<file path="config.mk">
export PLATFORM = sky130hd
export DESIGN_NAME = lspc_front
export DESIGN_NICKNAME = d
export VERILOG_FILES = /design/src/sv/lspc_pkg.sv /design/src/sv/lspc_front.sv
export SDC_FILE = /design/constraint.sdc
export NUM_CORES = 1
export LEC_CHECK = 0
export ABC_AREA = 1
export ABC_CLOCK_PERIOD_IN_PS = 1700
export BUFFER_PORTS_ARGS = -buffer_cell sky130_fd_sc_hd__buf_4
export CORE_ASPECT_RATIO = 2
export CORE_UTILIZATION = 44
export DETAILED_ROUTE_END_ITERATION = 16
export PLACE_DENSITY_LB_ADDON = 0.2
export SYNTH_ARGS = -nofsm -noshare
export SYNTH_HDL_FRONTEND = slang
export SYNTH_SLANG_ARGS = --single-unit
</file>
<file path="constraint.sdc">
create_clock -name vclk -period 1.7
set_clock_uncertainty 0.05 [all_clocks]
set_input_delay 0.17 -clock vclk [all_inputs]
set_output_delay 0.17 -clock vclk [all_outputs]
set_load 0.05 [all_outputs]
</file>
<file path="src/sv/lspc_pkg.sv">
// Package for the latency slice pass checker: payload structs, register codes,
// configuration bundle and helper functions. No dependencies.
package lspc_pkg;

    localparam int COUNT_BITS  = 48;
    localparam int NUM_CRIT    = 3;
    localparam int NS_W        = 48;
    localparam int USEC_W      = 24;
    localparam int LIMIT_W     = 10;
    localparam int SLICE_W     = 16;
    localparam int CFG_DATA_W  = 24;
    localparam int CFG_IDX_W   = 3;
    localparam int BUCKET_W    = 2;
    localparam int NS_PER_US   = 1000;
    // 1000 * (2^24) stays below 2^34, plus margin for the +1
    localparam int THR_NS_W    = 35;
    localparam int PROD_W      = COUNT_BITS + LIMIT_W;
    localparam int QUEUE_DEPTH = 4;
    localparam int QPTR_W      = $clog2(QUEUE_DEPTH);
    localparam int QCNT_W      = $clog2(QUEUE_DEPTH + 1);

    typedef enum logic [CFG_IDX_W-1:0] {
        REG_THR_LOW     = 3'd0,
        REG_THR_MID     = 3'd1,
        REG_THR_HIGH    = 3'd2,
        REG_LIM_LOW     = 3'd3,
        REG_LIM_MID     = 3'd4,
        REG_LIM_HIGH    = 3'd5,
        REG_SLICE_COUNT = 3'd6,
        REG_DISABLE     = 3'd7
    } lspc_reg_t;

    typedef struct packed {
        logic [NS_W-1:0] latency_ns;
        logic            period_elapsed;
    } lspc_in_t;

    typedef struct packed {
        logic                counted;
        logic                slice_closed;
        logic                criterion_failed;
        logic [BUCKET_W-1:0] failed_bucket;
        logic [SLICE_W-1:0]  slice_number;
    } lspc_out_t;

    // Classified item as it travels from front to back
    typedef struct packed {
        logic                hit;
        logic [BUCKET_W-1:0] bucket;
        logic                elapsed;
    } lspc_cls_t;

    typedef struct packed {
        logic [NUM_CRIT-1:0][THR_NS_W-1:0] thr_ns;
        logic [NUM_CRIT-1:0][LIMIT_W-1:0]  limit;
        logic [SLICE_W-1:0]                slice_count;
        logic                              disabled;
    } lspc_cfg_t;

    typedef struct packed {
        logic               counted;
        logic               closed;
        logic [SLICE_W-1:0] slice_number;
    } lspc_meta_t;

    // usec > T  <=>  floor(ns/1000) >= T+1  <=>  ns >= 1000*(T+1)
    function automatic logic [THR_NS_W-1:0] thr_to_ns(input logic [USEC_W-1:0] t_us);
        logic [THR_NS_W-1:0] t_ext;
        t_ext = THR_NS_W'(t_us) + THR_NS_W'(1);
        return THR_NS_W'(t_ext * THR_NS_W'(NS_PER_US));
    endfunction

    function automatic logic [COUNT_BITS-1:0] sat_inc(input logic [COUNT_BITS-1:0] v);
        return (&v) ? v : v + COUNT_BITS'(1);
    endfunction

endpackage

</file>
<file path="src/sv/lspc_front.sv">
// Front end of the latency slice pass checker: classifies each beat into a
// latency bucket and pushes it into the queue. Depends on lspc_pkg.
module lspc_front
    import lspc_pkg::*;
(
    input  logic      in_valid,
    output logic      in_stall,
    input  lspc_in_t  in_data,
    input  lspc_cfg_t cfg,
    input  logic      q_full,
    output logic      q_push,
    output lspc_cls_t q_data
);

    always_comb
    begin
        q_data.hit     = 1'b0;
        q_data.bucket  = '0;
        q_data.elapsed = in_data.period_elapsed;
        // ascending scan: the highest-index bucket whose threshold is met wins
        for (int i = 0; i < NUM_CRIT; i++)
        begin
            if (in_data.latency_ns >= NS_W'(cfg.thr_ns[i]))
            begin
                q_data.hit    = 1'b1;
                q_data.bucket = BUCKET_W'(i);
            end
        end
    end

    assign in_stall = q_full;
    assign q_push   = in_valid && !q_full;

endmodule

</file>
# ---- After elaboration in Yosys (flattened, before gate mapping)
# Cells that the tools add are included.
dict set report word_totals {
  regBits 0
  latchBits 0
  ram_bits 0
  romBits 0
  output_inout_bits 6
  wordCells 8
  mem_count 0
}
dict set report classes {
  n_addsub 0
  n_mul 0
  n_div 0
  n_lt_le_gt_ge 3
  eq_ne 0
  n_shift 0
  mux 3
  n_bitwise 0
  n_reduce_logical 2
}
# cell n
set op_table {}
lappend op_table {{48-bit by 35-bit >= comparator with 1-bit output} 3}
lappend op_table {{3-bit 2-to-1 mux} 3}
lappend op_table {{1-bit logical AND} 1}
lappend op_table {{1-bit zero test} 1}

# ---- Logic depth before layout (Yosys ltp)
dict set report depth {
  ltp_word 4
  ltp_mapped 15
}

# ---- Worst setup path after synthesis
# No wires, ideal clock.
dict set report synth_path {
  path_type {input -> output}
  from {in cfg[126] (netlist bit)}
  to {out q_data[1] (netlist bit)}
  t_arrival_ps 1856
  required_ps 1480
  setup_slack_ps -376
  stages 11
  path_cell_list {inv_1 > ha_1 > nand2_1 > inv_1 > o21bai_1 > nand2_1 > a21oi_1 > nand2_1 > nand2_1 > nand4_2 > nor2_2}
}
# item line
set synth_lines {}
lappend synth_lines {{start, declared} lspc_front.sv:9} ;# input lspc_cfg_t cfg,
lappend synth_lines {{end, declared} lspc_front.sv:12} ;# output lspc_cls_t q_data

==> implementation parameters <==
Parameter                              Value

Outcome
  Status    finished with violations
  Violations in the final reports    setup timing

Drt
  Detailed Route Iter0 Violations    112
  Detailed-routing iteration count for the pre-antenna-repair pass    6
  Drt wl/cell    around 15 um
  DRC viols    0
  Total number of vias    3855
  Total wire length    roughly 11000 um
  Count of nets left with antenna violations after detail routing    0
  Via/cell ratio    5.16

Placement
  Half-perimeter wire length of the detailed placement result    just under 8000 um
  Count of input and output buffers    160
  Placer Congestion    0.887
  Cell total after placement    746

Timing
  Number of setup violations in the final report    3
  Tightest Pin Transition    265 ps
  Count of endpoints failing hold in the final timing report    0
  Shortest clock period the worst path allows after layout    1820 ps
  Relative slew margins    0.823
  Setup ws final    -122 ps
  Fmax    549 MHz
  RSZ-0062 raised after global routing    true
  Final Max Tran Viols    0
  Final cycle utilization of the critical path    1.07

Floorplanning
  Area of the die    between 0.007 and 0.008 mm^2
  Width of the die    60.4 um
  Number of placement rows    42
  Initial Util    0.454
  Count of boundary I/O pins    209
  DIE HEIGHT    119 um
  Core region area    0.00662 mm^2

Yosys
  Post-synthesis cell type count    22
  Multiplexer area fraction after synthesis    0
  Post-synthesis share of cell area spent on full adders, half adders and majority gates    0.437
  Top cell type by total area after synthesis    sky130_fd_sc_hd__ha_1
  Yosys warning count    0
  Post-synthesis sequential area ratio    0
  Total standard cell area after synthesis    around 0.003 mm^2
  Simple-gate share of the synthesized area    0.277
  Syn Inst Count    496
  Synth top area cells    sky130_fd_sc_hd__ha_1 (44%), sky130_fd_sc_hd__inv_1 (17%), sky130_fd_sc_hd__nand2_1 (14%), sky130_fd_sc_hd__a21oi_1 (7.2%), sky130_fd_sc_hd__nor2_1 (4.9%)
  Mean instance size in the synthesized netlist    6.06 um^2
  Number of nets in the synthesized netlist    about 800
  Dominant combinational cell family by area after synthesis    adder cells
  Synth top area share    0.437
  XOR/XNOR share of the synthesized area    0
  Fraction of the mapped netlist area in compound gates    0.111

Critical path
  Maximum fanout along the worst path    2
  Data arrival, critical path    roughly 1600 ps
  Required time at the worst-slack endpoint    1480 ps
  Element type at the critical path start    input port
  Category of the worst setup path capture point    primary output
  Type of the setup path with the least slack    in -> out

Global routing
  Initial antenna violation count    0
  Number of global-route vias before repair    3912
  Maximum number of pins on one net before global-route repair    7
  Wire length of the first global-routing pass    15400 um
  Global Route Usage Sum    0.269
  Global route total overflow    0

Power and ir drop
  Pwr dens    between 200 and 250 mW/mm^2
  Worst IR drop on VDD    0.141 mV
  P_leak    around 2.9 nW

Final layout
  Share of the core filled with cells in the final layout    0.827
  Register area    0 um^2
  Non-filler cells in the finished layout    747
  Antenna diode count    0
  Clk_buf instances    0
  Seq Cell Count    0
  Number of filler instances in the final layout    between 400 and 500
  Commonest non-fill, non-tap cell in the layout    sky130_fd_sc_hd__buf_4
  Commonest cells after routing, fill and taps aside    sky130_fd_sc_hd__buf_4 (141), sky130_fd_sc_hd__inv_1 (104), sky130_fd_sc_hd__nand2_1 (89)
  Syn-to-layout area delta    82.3%
  Layout net count    969
  Layout cells sized above 1    0.505

CTS
  CTS Hold Bufs    0

Min path
  Min-Delay Path Class    in -> out
  Hold Crit Depth    0

Flow run
  Max-cap violations    0
-- power by group --
part	switching (W)	internal, W
combinational	0.000622	0.000665
clock	0	0
sequential	0	0
total	0.000622	0.000665
-- logic make-up after synthesis --
kind of cell | after synthesis
buf+inv | 138
simple gates | 191
fa+ha+maj | 105
compound gates | 62
-- area by class of cell --
class,instances,area (um^2),share of cell area
inverter,136,543,0.0992
multi-input combinational,358,3460,0.631
timing repair buffer,165,1370,0.249
tap,88,110,0.0201
-- metrics by stage --
| step | hold slack, ps | instance area, um^2 | total power, W | setup slack [ps] | setup TNS (ps) |
|---|---|---|---|---|---|
| global placement | 291 | 4480 | 0.000920 | -197 | -526 |
| CTS | 291 | 5050 | 0.00111 | -69.2 | -132 |
| floorplan | 457 | 3150 | 0.000500 | -53.0 | -70.9 |
| global route | 290 | 5480 | 0.00143 | -271 | -547 |
| detailed placement | 291 | 4480 | 0.000958 | -236 | -654 |
| finish | 290 | 5480 | 0.00129 | -122 | -255 |
-- cells in the mapped netlist --
cell / instances
sky130_fd_sc_hd__a21o_1: 4
sky130_fd_sc_hd__a21oi_1: 43
sky130_fd_sc_hd__and2b_1: 1
sky130_fd_sc_hd__buf_4: 2
sky130_fd_sc_hd__ha_1: 105
sky130_fd_sc_hd__inv_1: 135
sky130_fd_sc_hd__inv_2: 1
sky130_fd_sc_hd__nand2_1: 115
sky130_fd_sc_hd__nand3_1: 10
sky130_fd_sc_hd__nand3_4: 1
sky130_fd_sc_hd__nand4_1: 7
sky130_fd_sc_hd__nand4_2: 3
sky130_fd_sc_hd__nor2_1: 39
sky130_fd_sc_hd__nor2_2: 8
sky130_fd_sc_hd__nor3_1: 3
sky130_fd_sc_hd__nor3_2: 2
sky130_fd_sc_hd__nor4_1: 2
sky130_fd_sc_hd__o211ai_1: 1
sky130_fd_sc_hd__o21a_1: 3
sky130_fd_sc_hd__o21ai_0: 9
sky130_fd_sc_hd__o21ai_1: 1
sky130_fd_sc_hd__o21bai_1: 1
-- layer usage --
metal,GRT usage,part of all wire,up-vias
met5,0,0,-
met4,0.0952,0.046,0
met3,0.0239,0.056,42
met2,0.559,0.58,166
met1,0.242,0.32,1753
li1,-,-,1894
-- repair_timing --
item                       CTS  global route
setup endpoints to repair    3             3
pin swaps                   47            44
gates resized for setup     89            99
buffers inserted             1             0
-- critical path, stage by stage --
cell and delay, ps:
sky130_fd_sc_hd__buf_4 90, sky130_fd_sc_hd__inv_1 50, sky130_fd_sc_hd__ha_2 330, sky130_fd_sc_hd__nand2_2 70, sky130_fd_sc_hd__nor2_2 120, sky130_fd_sc_hd__nand4_1 110, sky130_fd_sc_hd__nand3_2 110, sky130_fd_sc_hd__nand2_2 60
sky130_fd_sc_hd__nand2_2 60, sky130_fd_sc_hd__nand2_1 70, sky130_fd_sc_hd__nand2_2 80, sky130_fd_sc_hd__inv_2 40, sky130_fd_sc_hd__nor2_4 100, sky130_fd_sc_hd__buf_8 150
-- path summary, 6_finish.rpt --
kind,start,end
worst max-delay path,cfg[86],q_data[1]
worst min-delay path,in_data[0],q_data[0]
Power figures use the tool's default switching activity.
