--- src/sv/lspc_pkg.sv ---
// Package for the latency slice pass checker: payload structs, register codes,
// configuration bundle and helper functions. No dependencies.
package lspc_pkg;

    localparam int COUNT_BITS  = 48;
    localparam int NUM_CRIT    = 3;
    localparam int NS_W        = 48;
    localparam int USEC_W      = 24;
    localparam int LIMIT_W     = 10;
    localparam int SLICE_W     = 16;
    localparam int CFG_DATA_W  = 24;
    localparam int CFG_IDX_W   = 3;
    localparam int BUCKET_W    = 2;
    localparam int NS_PER_US   = 1000;
    // 1000 * (2^24) stays below 2^34, plus margin for the +1
    localparam int THR_NS_W    = 35;
    localparam int PROD_W      = COUNT_BITS + LIMIT_W;
    localparam int QUEUE_DEPTH = 4;
    localparam int QPTR_W      = $clog2(QUEUE_DEPTH);
    localparam int QCNT_W      = $clog2(QUEUE_DEPTH + 1);

    typedef enum logic [CFG_IDX_W-1:0] {
        REG_THR_LOW     = 3'd0,
        REG_THR_MID     = 3'd1,
        REG_THR_HIGH    = 3'd2,
        REG_LIM_LOW     = 3'd3,
        REG_LIM_MID     = 3'd4,
        REG_LIM_HIGH    = 3'd5,
        REG_SLICE_COUNT = 3'd6,
        REG_DISABLE     = 3'd7
    } lspc_reg_t;

    typedef struct packed {
        logic [NS_W-1:0] latency_ns;
        logic            period_elapsed;
    } lspc_in_t;

    typedef struct packed {
        logic                counted;
        logic                slice_closed;
        logic                criterion_failed;
        logic [BUCKET_W-1:0] failed_bucket;
        logic [SLICE_W-1:0]  slice_number;
    } lspc_out_t;

    // Classified item as it travels from front to back
    typedef struct packed {
        logic                hit;
        logic [BUCKET_W-1:0] bucket;
        logic                elapsed;
    } lspc_cls_t;

    typedef struct packed {
        logic [NUM_CRIT-1:0][THR_NS_W-1:0] thr_ns;
        logic [NUM_CRIT-1:0][LIMIT_W-1:0]  limit;
        logic [SLICE_W-1:0]                slice_count;
        logic                              disabled;
    } lspc_cfg_t;

    typedef struct packed {
        logic               counted;
        logic               closed;
        logic [SLICE_W-1:0] slice_number;
    } lspc_meta_t;

    // usec > T  <=>  floor(ns/1000) >= T+1  <=>  ns >= 1000*(T+1)
    function automatic logic [THR_NS_W-1:0] thr_to_ns(input logic [USEC_W-1:0] t_us);
        logic [THR_NS_W-1:0] t_ext;
        t_ext = THR_NS_W'(t_us) + THR_NS_W'(1);
        return THR_NS_W'(t_ext * THR_NS_W'(NS_PER_US));
    endfunction

    function automatic logic [COUNT_BITS-1:0] sat_inc(input logic [COUNT_BITS-1:0] v);
        return (&v) ? v : v + COUNT_BITS'(1);
    endfunction

endpackage

--- src/sv/lspc_queue.sv ---
// Short FIFO between front and back of the latency slice pass checker.
// Depends on lspc_pkg for the entry type and depth.
module lspc_queue
    import lspc_pkg::*;
(
    input  logic      clk,
    input  logic      rst_n,
    input  logic      push,
    input  lspc_cls_t push_data,
    output logic      full,
    input  logic      pop,
    output logic      not_empty,
    output lspc_cls_t pop_data
);

    lspc_cls_t         mem_reg [QUEUE_DEPTH];
    logic [QPTR_W-1:0] wr_ptr_reg, wr_ptr_next;
    logic [QPTR_W-1:0] rd_ptr_reg, rd_ptr_next;
    logic [QCNT_W-1:0] count_reg, count_next;

    always_comb
    begin
        wr_ptr_next = push ? wr_ptr_reg + QPTR_W'(1) : wr_ptr_reg;
        rd_ptr_next = pop  ? rd_ptr_reg + QPTR_W'(1) : rd_ptr_reg;
        count_next  = count_reg + QCNT_W'(push) - QCNT_W'(pop);
    end

    always_ff @(posedge clk or negedge rst_n)
    begin
        if (!rst_n)
        begin
            wr_ptr_reg <= '0;
            rd_ptr_reg <= '0;
            count_reg  <= '0;
        end
        else
        begin
            wr_ptr_reg <= wr_ptr_next;
            rd_ptr_reg <= rd_ptr_next;
            count_reg  <= count_next;
        end
    end

    always_ff @(posedge clk)
    begin
        if (push)
        begin
            mem_reg[wr_ptr_reg] <= push_data;
        end
    end

    assign full      = (count_reg == QCNT_W'(QUEUE_DEPTH));
    assign not_empty = (count_reg != '0);
    assign pop_data  = mem_reg[rd_ptr_reg];

`ifndef SYNTHESIS
    a_no_overflow: assert property (@(posedge clk) disable iff (!rst_n)
        count_reg <= QCNT_W'(QUEUE_DEPTH))
        else $error("queue count beyond depth");
    a_pop_nonempty: assert property (@(posedge clk) disable iff (!rst_n)
        pop |-> not_empty)
        else $error("pop from empty queue");
    a_push_not_full: assert property (@(posedge clk) disable iff (!rst_n)
        push |-> !full)
        else $error("push into full queue");
`endif

endmodule

--- config.mk ---
export PLATFORM = sky130hd
export DESIGN_NAME = lspc_queue
export DESIGN_NICKNAME = d
export VERILOG_FILES = /design/src/sv/lspc_pkg.sv /design/src/sv/lspc_queue.sv
export SDC_FILE = /design/constraint.sdc
export NUM_CORES = 1
export LEC_CHECK = 0
export BUFFER_PORTS_ARGS = -buffer_cell sky130_fd_sc_hd__buf_2
export CAP_MARGIN = 20
export CORE_AREA = 2 2 46 48
export DETAILED_ROUTE_END_ITERATION = 7
export DIE_AREA = 0 0 48 50
export GPL_ROUTABILITY_DRIVEN = 0
export PLACE_DENSITY = 0.73
export RECOVER_POWER = 50
export SYNTH_ARGS = -nofsm -noshare
export SYNTH_HDL_FRONTEND = slang
export SYNTH_SLANG_ARGS = --single-unit
--- constraint.sdc ---
create_clock -name clk -period 1.88 [get_ports clk]
set_input_delay 0 -clock clk [delete_from_list [all_inputs] [get_ports clk]]
set_output_delay 0 -clock clk [all_outputs]
set_load 0.02 [all_outputs]
-- Word-level counts from Yosys, hierarchy flattened
Memories as Yosys holds them, arrays and structs flattened.
Cells that the tools add are included.
- register bits: 7
- bits in writable memories: 16
- output and inout port bits: 6
- word-level logic and storage cells: 12
- memories kept: 1
- memories (name ; words ; bits a word ; read ports ; clocked after Yosys merged registers in ; write ports ; line ; RTL):
    mem_reg ; 4 ; 4 ; 1 ; 0 ; 1 ; lspc_queue.sv:16 ; lspc_cls_t mem_reg [QUEUE_DEPTH];
- add/subtract/negate cells: 4
- equality and inequality tests: 1
- muxes and demuxes: 2
- reduce and logical (&&, ||, !) cells: 1
- operators by type and width (kind ; count):
    $add A2 B1 Y2 const B ; 2
    $add A3 B1 Y3 ; 1
    $eq A3 B3 Y1 const B ; 1
    $reduce_bool A3 Y1 ; 1
    $sub A3 B1 Y3 ; 1
    $mux W1 ; 2

-- Depth between registers and ports, before layout
Gate-level depths: netlist of the first run.
- depth in word-level cells: 2
- mapped depth: 7
- gate-level depth less buffers: 7

-- Worst setup path after synthesis of the first run
No wires, ideal clock.
- kind: reg2reg
- from: register count_reg[0]
- to: register count_reg[2]
- library setup time: 0.123 ns
- arrival: 1.451 ns
- setup slack: 0.306 ns
- cell stages (with the launch flop): 8
- buffers on the path: 0
- path through: dfrtp_1 inv_1 ha_1 inv_1 ha_1 fa_1 xor2_1 xnor2_1
- longest elaborated chain between the ends: 2
- ends and longest elaborated chain (item ; line ; RTL):
    start, declared ; lspc_queue.sv:19 ; logic [QCNT_W-1:0] count_reg, count_next;
    start signal, assigned ; lspc_queue.sv:40 ; count_reg <= count_next;
    $add A3 B1 Y3 ; lspc_queue.sv:25 ; count_next = count_reg + QCNT_W'(push) - QCNT_W'(pop);
    $sub A3 B1 Y3 ; lspc_queue.sv:25 ;
    via count_next[2] ; lspc_queue.sv:19 ;
The timed path passes the listed nets, and every way through them passes these cells.
A chain may end at the register's enable or synchronous reset.

-- Worst setup path after layout of the first run
Ends and elaborated chain as after synthesis.

==> out/results.tsv, run 1 <==
metric	value	unit
Max FO, Critical Path	2	
clock latency on the worst-skew pair	310	ps
Max H-tree Level	1	
cell with the most instances after synthesis	edfxtp_1	
origin of the critical flop-to-flop path	count_reg[0]	
CTS tree	yes	
Die X-Extent	48	µm
ratio of final minimum period to clock period	0.890	
antenna diode count	0	
num rows	16	
# DRC	0	
Max clock buf depth	2	
Crit Path Category	flip-flop to flip-flop	
leak pwr	0.463	nW
largest net degree at the start of global routing	14	
share of the synthesized area in the top cell type	0.496	
Worst setup EP type	flip-flop	
f_max	597	MHz
share of power burned in the clock network	0.140	
final count of hold timing violations	0	
clock slew at reported path FFs	120	ps
Seq pwr share	0.506	
DP Area	1060	µm²
synth top area cells	edfxtp_1 50%, dfrtp_1 18%, mux4_2 9.3%	
ys flop type	edfxtp_1	
Layout area overhead	18.5	%
CP Cell Sequence	inv_1 -> ha_1 -> inv_1 -> ha_1 -> fa_1 -> xor2_1 -> xnor2_1	
grt total ovfl	0	
headroom to the max-slew limit	0.744	
switch share	0.345	
switching power	552	µW
CP startpoint	count_reg[0]	
Vias/cell	4.69	
unrepaired setup endpoints after global routing	false	
Finished Cell Area	1150	µm²
via count	492	
CP max-delay cell	fa_1	
GR Util All Layers	0.153	
core outline area	1900	µm²
first-pass GRT wire length	2350	µm
vias in the first global route	571	
Layout Nets	94	
Syn Area/Cell	17.6	µm²
CP Data Required Time	2090	ps
yosys warns	0	
min-delay worst type	primary input to asynchronous set/reset pin	
R2R Setup Slk	210	ps
post-synthesis sequential area ratio	0.677	
final setup fails	0	
post-route ant nets	0	
Clock Sink Count	23	
num ports	14	
Design Power	1.60	mW
WL final	1390	µm
clk root buf	clkbuf_4	
most frequent cells after synthesis	16 x edfxtp_1, 7 x dfrtp_1, 6 x ha_1, 6 x inv_1	
skew final	0.872	ps
Tmin final	1670	ps
total CTS buffers	3	
combinational power share	0.354	
Worst-Margin Slew	383	ps
buffer count from post-CTS setup fixing	0	
PortBufs	13	
Die Y	50	µm
Post-synth EDFFs	16	
Initial Utilization	0.509	
DR WL/cell	13.2	µm
Die Area	2400	µm²
drt pass-1 iters	2	
final worst slack	206	ps
Fillers	160	
Yosys cell types	14	
worst hold margin	95.3	ps
number of flip-flops in the largest register	16	
post-synth top area cell	edfxtp_1	
startpoint types	flip-flop	
share of layout cells above drive strength 1	0.205	
worst vdd ir	0.614	mV
DRT iter0 DRCs	1	
Detail Placement HPWL	996	µm
P_int	1.05	mW
max_cap viols	0	
initial antenna violation count	0	
CP peak stage delay	380	ps
Syn Inst Count	55	
#FFs+latches synth	23	
Syn Nets	70	
pre-CTS setup slack	245	ps
Synth Cell Area	968	µm²
status	complete, no violations	
Crit path arrival time	1890	ps
final setup TNS	0	ps
Post-synth ARST share	0.304	
Final Max Tran Viols	0	
P per Cell Area	1390	nW/µm²
## per-layer routing
layer,GRT usage,wire length [µm],up-vias
li1,-,-,241
met1,0.181,594,236
met2,0.227,700,10
met3,0.0440,40,5
met4,0.108,53,0
met5,0,0,-
## kinds of logic (layout without fill, tap and decap cells)
group                    after synthesis  in the layout  share of synthesized area
XOR/XNOR                               5              5                     0.0452
buffers and inverters                  7             30                     0.0349
flip-flops                            23             23                      0.677
multiplexers                           4              4                     0.0930
AND/OR/NAND/NOR                        8              8                     0.0465
adder cells (fa/ha/maj)                7              7                     0.0982
AO/OA/AOI/OAI                          1              1                    0.00516
## final cells by class
class | instances | area (µm²) | area share
well taps | 27 | 33.8 | 0.0294
flip-flops and latches | 23 | 656 | 0.571
clock inverters | 1 | 5.00 | 0.00436
multi-input cells | 25 | 279 | 0.243
clock buffers | 3 | 22.5 | 0.0196
repair buffers | 20 | 129 | 0.112
inverters | 6 | 22.5 | 0.0196
## power groups by stage
stage	Clock, mW	Sequential, mW	Combinational (mW)
final	0.224	0.809	0.567
after global routing	0.254	0.832	0.647
after CTS	0.231	0.817	0.582
after detailed placement	0	0.828	0.558
after global placement	0	0.823	0.538
after floorplan	0	0.770	0.471
## critical path: cells and delay by family (launching register included)
| kind | cells | cell delay (ps) |
|---|---|---|
| buffers and inverters | 2 | 90 |
| flip-flops | 1 | 350 |
| XOR/XNOR | 2 | 280 |
| adder cells (fa/ha/maj) | 3 | 840 |
## path summary, 6_finish.rpt
kind,end,depth (start not counted)
max in group asynchronous,rd_ptr_reg[0],2
hold / removal,rd_ptr_reg[1],2
hold reg to reg,count_reg[2],1
setup / recovery,count_reg[2],7
min in group clk,rd_ptr_reg[0],3
setup reg to reg,count_reg[2],7
## placed cells by master, fill, tap and decap left out, types with 2 or more instances in the layout
cell | synthesis | final
and2_1 | 4 | 4
buf_2 | 0 | 8
clkbuf_1 | 0 | 5
clkbuf_4 | 0 | 3
dfrtp_1 | 7 | 7
dlygate4sd3_1 | 0 | 7
edfxtp_1 | 16 | 16
ha_1 | 6 | 6
inv_1 | 6 | 6
mux4_2 | 4 | 4
nand2_1 | 2 | 2
xnor2_1 | 2 | 2
xor2_1 | 3 | 3
## per-stage QoR
stage          instances   util
3_5_place_dp          94  0.555
2_1_floorplan         55      -
3_3_place_gp          94  0.555
4_1_cts              105  0.607
6_report             105  0.603
5_1_grt              105  0.603
## repair_timing
item / CTS / global route
gates resized for setup: 0 / 0
hold endpoints to repair: 27 / 0
hold buffers: 7 / 0
Power figures use the tool's default switching activity.
==> run 2: changes to the inputs <==
--- a/config.mk
+++ b/config.mk
@@ -7,11 +7,11 @@
 export LEC_CHECK = 0
 export BUFFER_PORTS_ARGS = -buffer_cell sky130_fd_sc_hd__buf_2
 export CAP_MARGIN = 20
-export CORE_AREA = 2 2 46 48
+export CORE_AREA = 2 2 48 50
 export DETAILED_ROUTE_END_ITERATION = 7
-export DIE_AREA = 0 0 48 50
+export DIE_AREA = 0 0 50 52
 export GPL_ROUTABILITY_DRIVEN = 0
-export PLACE_DENSITY = 0.73
+export PLACE_DENSITY = 0.7
 export RECOVER_POWER = 50
 export SYNTH_ARGS = -nofsm -noshare
 export SYNTH_HDL_FRONTEND = slang
==> constraint.sdc (replaced) <==
create_clock -name clk -period 1.5 [get_ports clk]
set_input_delay 0 -clock clk [delete_from_list [all_inputs] [get_ports clk]]
set_output_delay 0 -clock clk [all_outputs]
set_load 0.02 [all_outputs]
==> run 2 against run 1 <==
  * The run now ends with negative setup slack left
  * Worst setup slack worse by 310 ps
  * Count of clock-buffer cells in the layout is 1 higher
  * Final cell count is 1.9% higher
  * Non-clock buffer count is 1 higher
  * Clock power is 20% higher
  * Clock skew hardly changed
  * First-iteration DRC count grew to 13 times the previous value
  * Flip-flop and latch count stayed put
  * Routed wire length is 3.9% lower
  * Die area is 8.3% higher
  * Critical path type unchanged
  * Largest cell class unchanged
==> out/results.tsv, run 2 (synthesis gave the netlist of run 1 again) <==
metric	value	unit	change
status	finished with violations		was complete, no violations
failing checks	negative setup slack		
# DRC	0		unchanged
Layout Nets	95		was 94
Max clock buf depth	2		unchanged
GR Util All Layers	0.117		was 0.153
num ports	14		unchanged
headroom to the max-slew limit	0.747		was 0.744
ratio of final minimum period to clock period	1.07		was 0.890
Die Y	52	µm	was 50 µm
final worst slack	-99.2	ps	was 206 ps
clk root buf	clkbuf_4		unchanged
num rows	17		was 16
largest net degree at the start of global routing	13		was 14
drt pass-1 iters	4		was 2
Layout area overhead	23.3	%	was 18.5%
vias in the first global route	495		was 571
WL final	1330	µm	was 1390 µm
final setup fails	1		was 0
initial antenna violation count	0		unchanged
CTS tree	yes		unchanged
Final Max Tran Viols	0		unchanged
commonest cells after routing, fill and taps aside	16 x edfxtp_1, 7 x dlygate4sd3_1, 6 x inv_1, 6 x clkbuf_1, 6 x dfrtp_1		was 16 x edfxtp_1, 8 x buf_2, 7 x dfrtp_1, 7 x dlygate4sd3_1
placed insts	95		was 94
Tmin final	1600	ps	was 1670 ps
Crit Path Category	flip-flop to flip-flop		unchanged
Die X-Extent	50	µm	was 48 µm
P per Cell Area	1790	nW/µm²	was 1390 nW/µm²
total CTS buffers	3		unchanged
unrepaired setup endpoints after global routing	true		was false
DR WL/cell	12.5	µm	was 13.2 µm
Max H-tree Level	1		unchanged
clock slew at reported path FFs	120	ps	about the same
skew final	1.34	ps	was 0.872 ps
PortBufs	13		unchanged
startpoint types	flip-flop		unchanged
Worst-Margin Slew	380	ps	was 383 ps
Crit path arrival time	1790	ps	was 1890 ps
max_cap viols	0		unchanged
min-delay worst type	primary input to asynchronous set/reset pin		unchanged
Worst setup EP type	flip-flop		unchanged
worst vdd ir	1.03	mV	was 0.614 mV
leak pwr	0.471	nW	was 0.463 nW
Design Power	2.13	mW	was 1.60 mW
Initial Utilization	0.460		was 0.509
grt total ovfl	0		unchanged
f_max	625	MHz	was 597 MHz
share of layout cells above drive strength 1	0.253		was 0.205
Max FO, Critical Path	2		unchanged
Clock Sink Count	23		unchanged
CP Data Required Time	1690	ps	was 2090 ps
final count of hold timing violations	0		unchanged
number of flip-flops in the largest register	16		unchanged
clock latency on the worst-skew pair	290	ps	was 310 ps
Final Util	0.567		was 0.603
post-route ant nets	0		unchanged
Die Area	2600	µm²	was 2400 µm²
Finished Cell Area	1190	µm²	was 1150 µm²
antenna diode count	0		unchanged
pre-CTS setup slack	-112	ps	was 245 ps
first-pass GRT wire length	2210	µm	was 2350 µm
via count	497		was 492
DRT iter0 DRCs	13		was 1
Detail Placement HPWL	1020	µm	was 996 µm
Final Non-Filler Cells	107		was 105
commonest non-fill, non-tap cell in the layout	edfxtp_1		unchanged
DP Area	1060	µm²	about the same
core outline area	2110	µm²	was 1900 µm²
Vias/cell	4.64		was 4.69
==> run 2: repair_timing <==
item,in CTS,in global routing
buffers inserted,0,1
cloned,0,0
endpoints found under the hold margin,27,0
setup endpoints to repair,5,6
gates resized for setup,1,10
pin swaps,0,0
hold buffers,7,0
==> run 2: metal layers <==
layer	track usage	routed length [µm]	vias up	part of all wire
met5	0	0	-	0
met4	0.0417	10	0	0.0075
met3	0.0172	55	2	0.041
met2	0.211	704	11	0.53
met1	0.143	563	242	0.42
li1	-	-	242	-
==> run 2: final timing paths <==
kind                              start       endpoint  slack (ps)  cells after the start
setup / recovery           count_reg[0]   count_reg[2]        -100                      7
setup reg to reg           count_reg[0]   count_reg[2]        -100                      7
hold reg to reg            count_reg[2]   count_reg[2]         540                      1
max in group asynchronous         rst_n  rd_ptr_reg[0]        1100                      2
min in group clk                    pop   count_reg[0]         220                      4
hold / removal                    rst_n   count_reg[0]         110                      2
==> run 2: report_power, final <==
part | total, mW | internal, mW | leakage [nW] | switching, mW
Sequential | 1.02 | 0.875 | 0.228 | 0.147
Combinational | 0.841 | 0.449 | 0.228 | 0.392
Clock | 0.269 | 0.103 | 0.0150 | 0.166
Total | 2.13 | 1.43 | 0.471 | 0.705
==> run 2: final cells by class <==
type / instances / area [µm²]
fill: 168 / 912
clock buffer: 4 / 26.3
sequential: 23 / 657
tap: 28 / 35.0
timing repair buffer: 21 / 161
multi-input combinational: 25 / 292
inverter: 6 / 22.5
==> run 2: worst max-delay path: stages (launching register included) <==
cell and delay (ps):
dfrtp_1 350, inv_1 50, ha_1 260, inv_1 40, ha_2 160, fa_2 350, xor2_2 160, xnor2_1 130
==> run 2: per-stage QoR <==
stage | hold slack (ps) | setup TNS (ps)
after global placement | -157 | -49.1
after global routing | 145 | -252
after detailed placement | -157 | -112
final | 114 | -99.2
after floorplan | -296 | -34.4
after CTS | 49.1 | -136
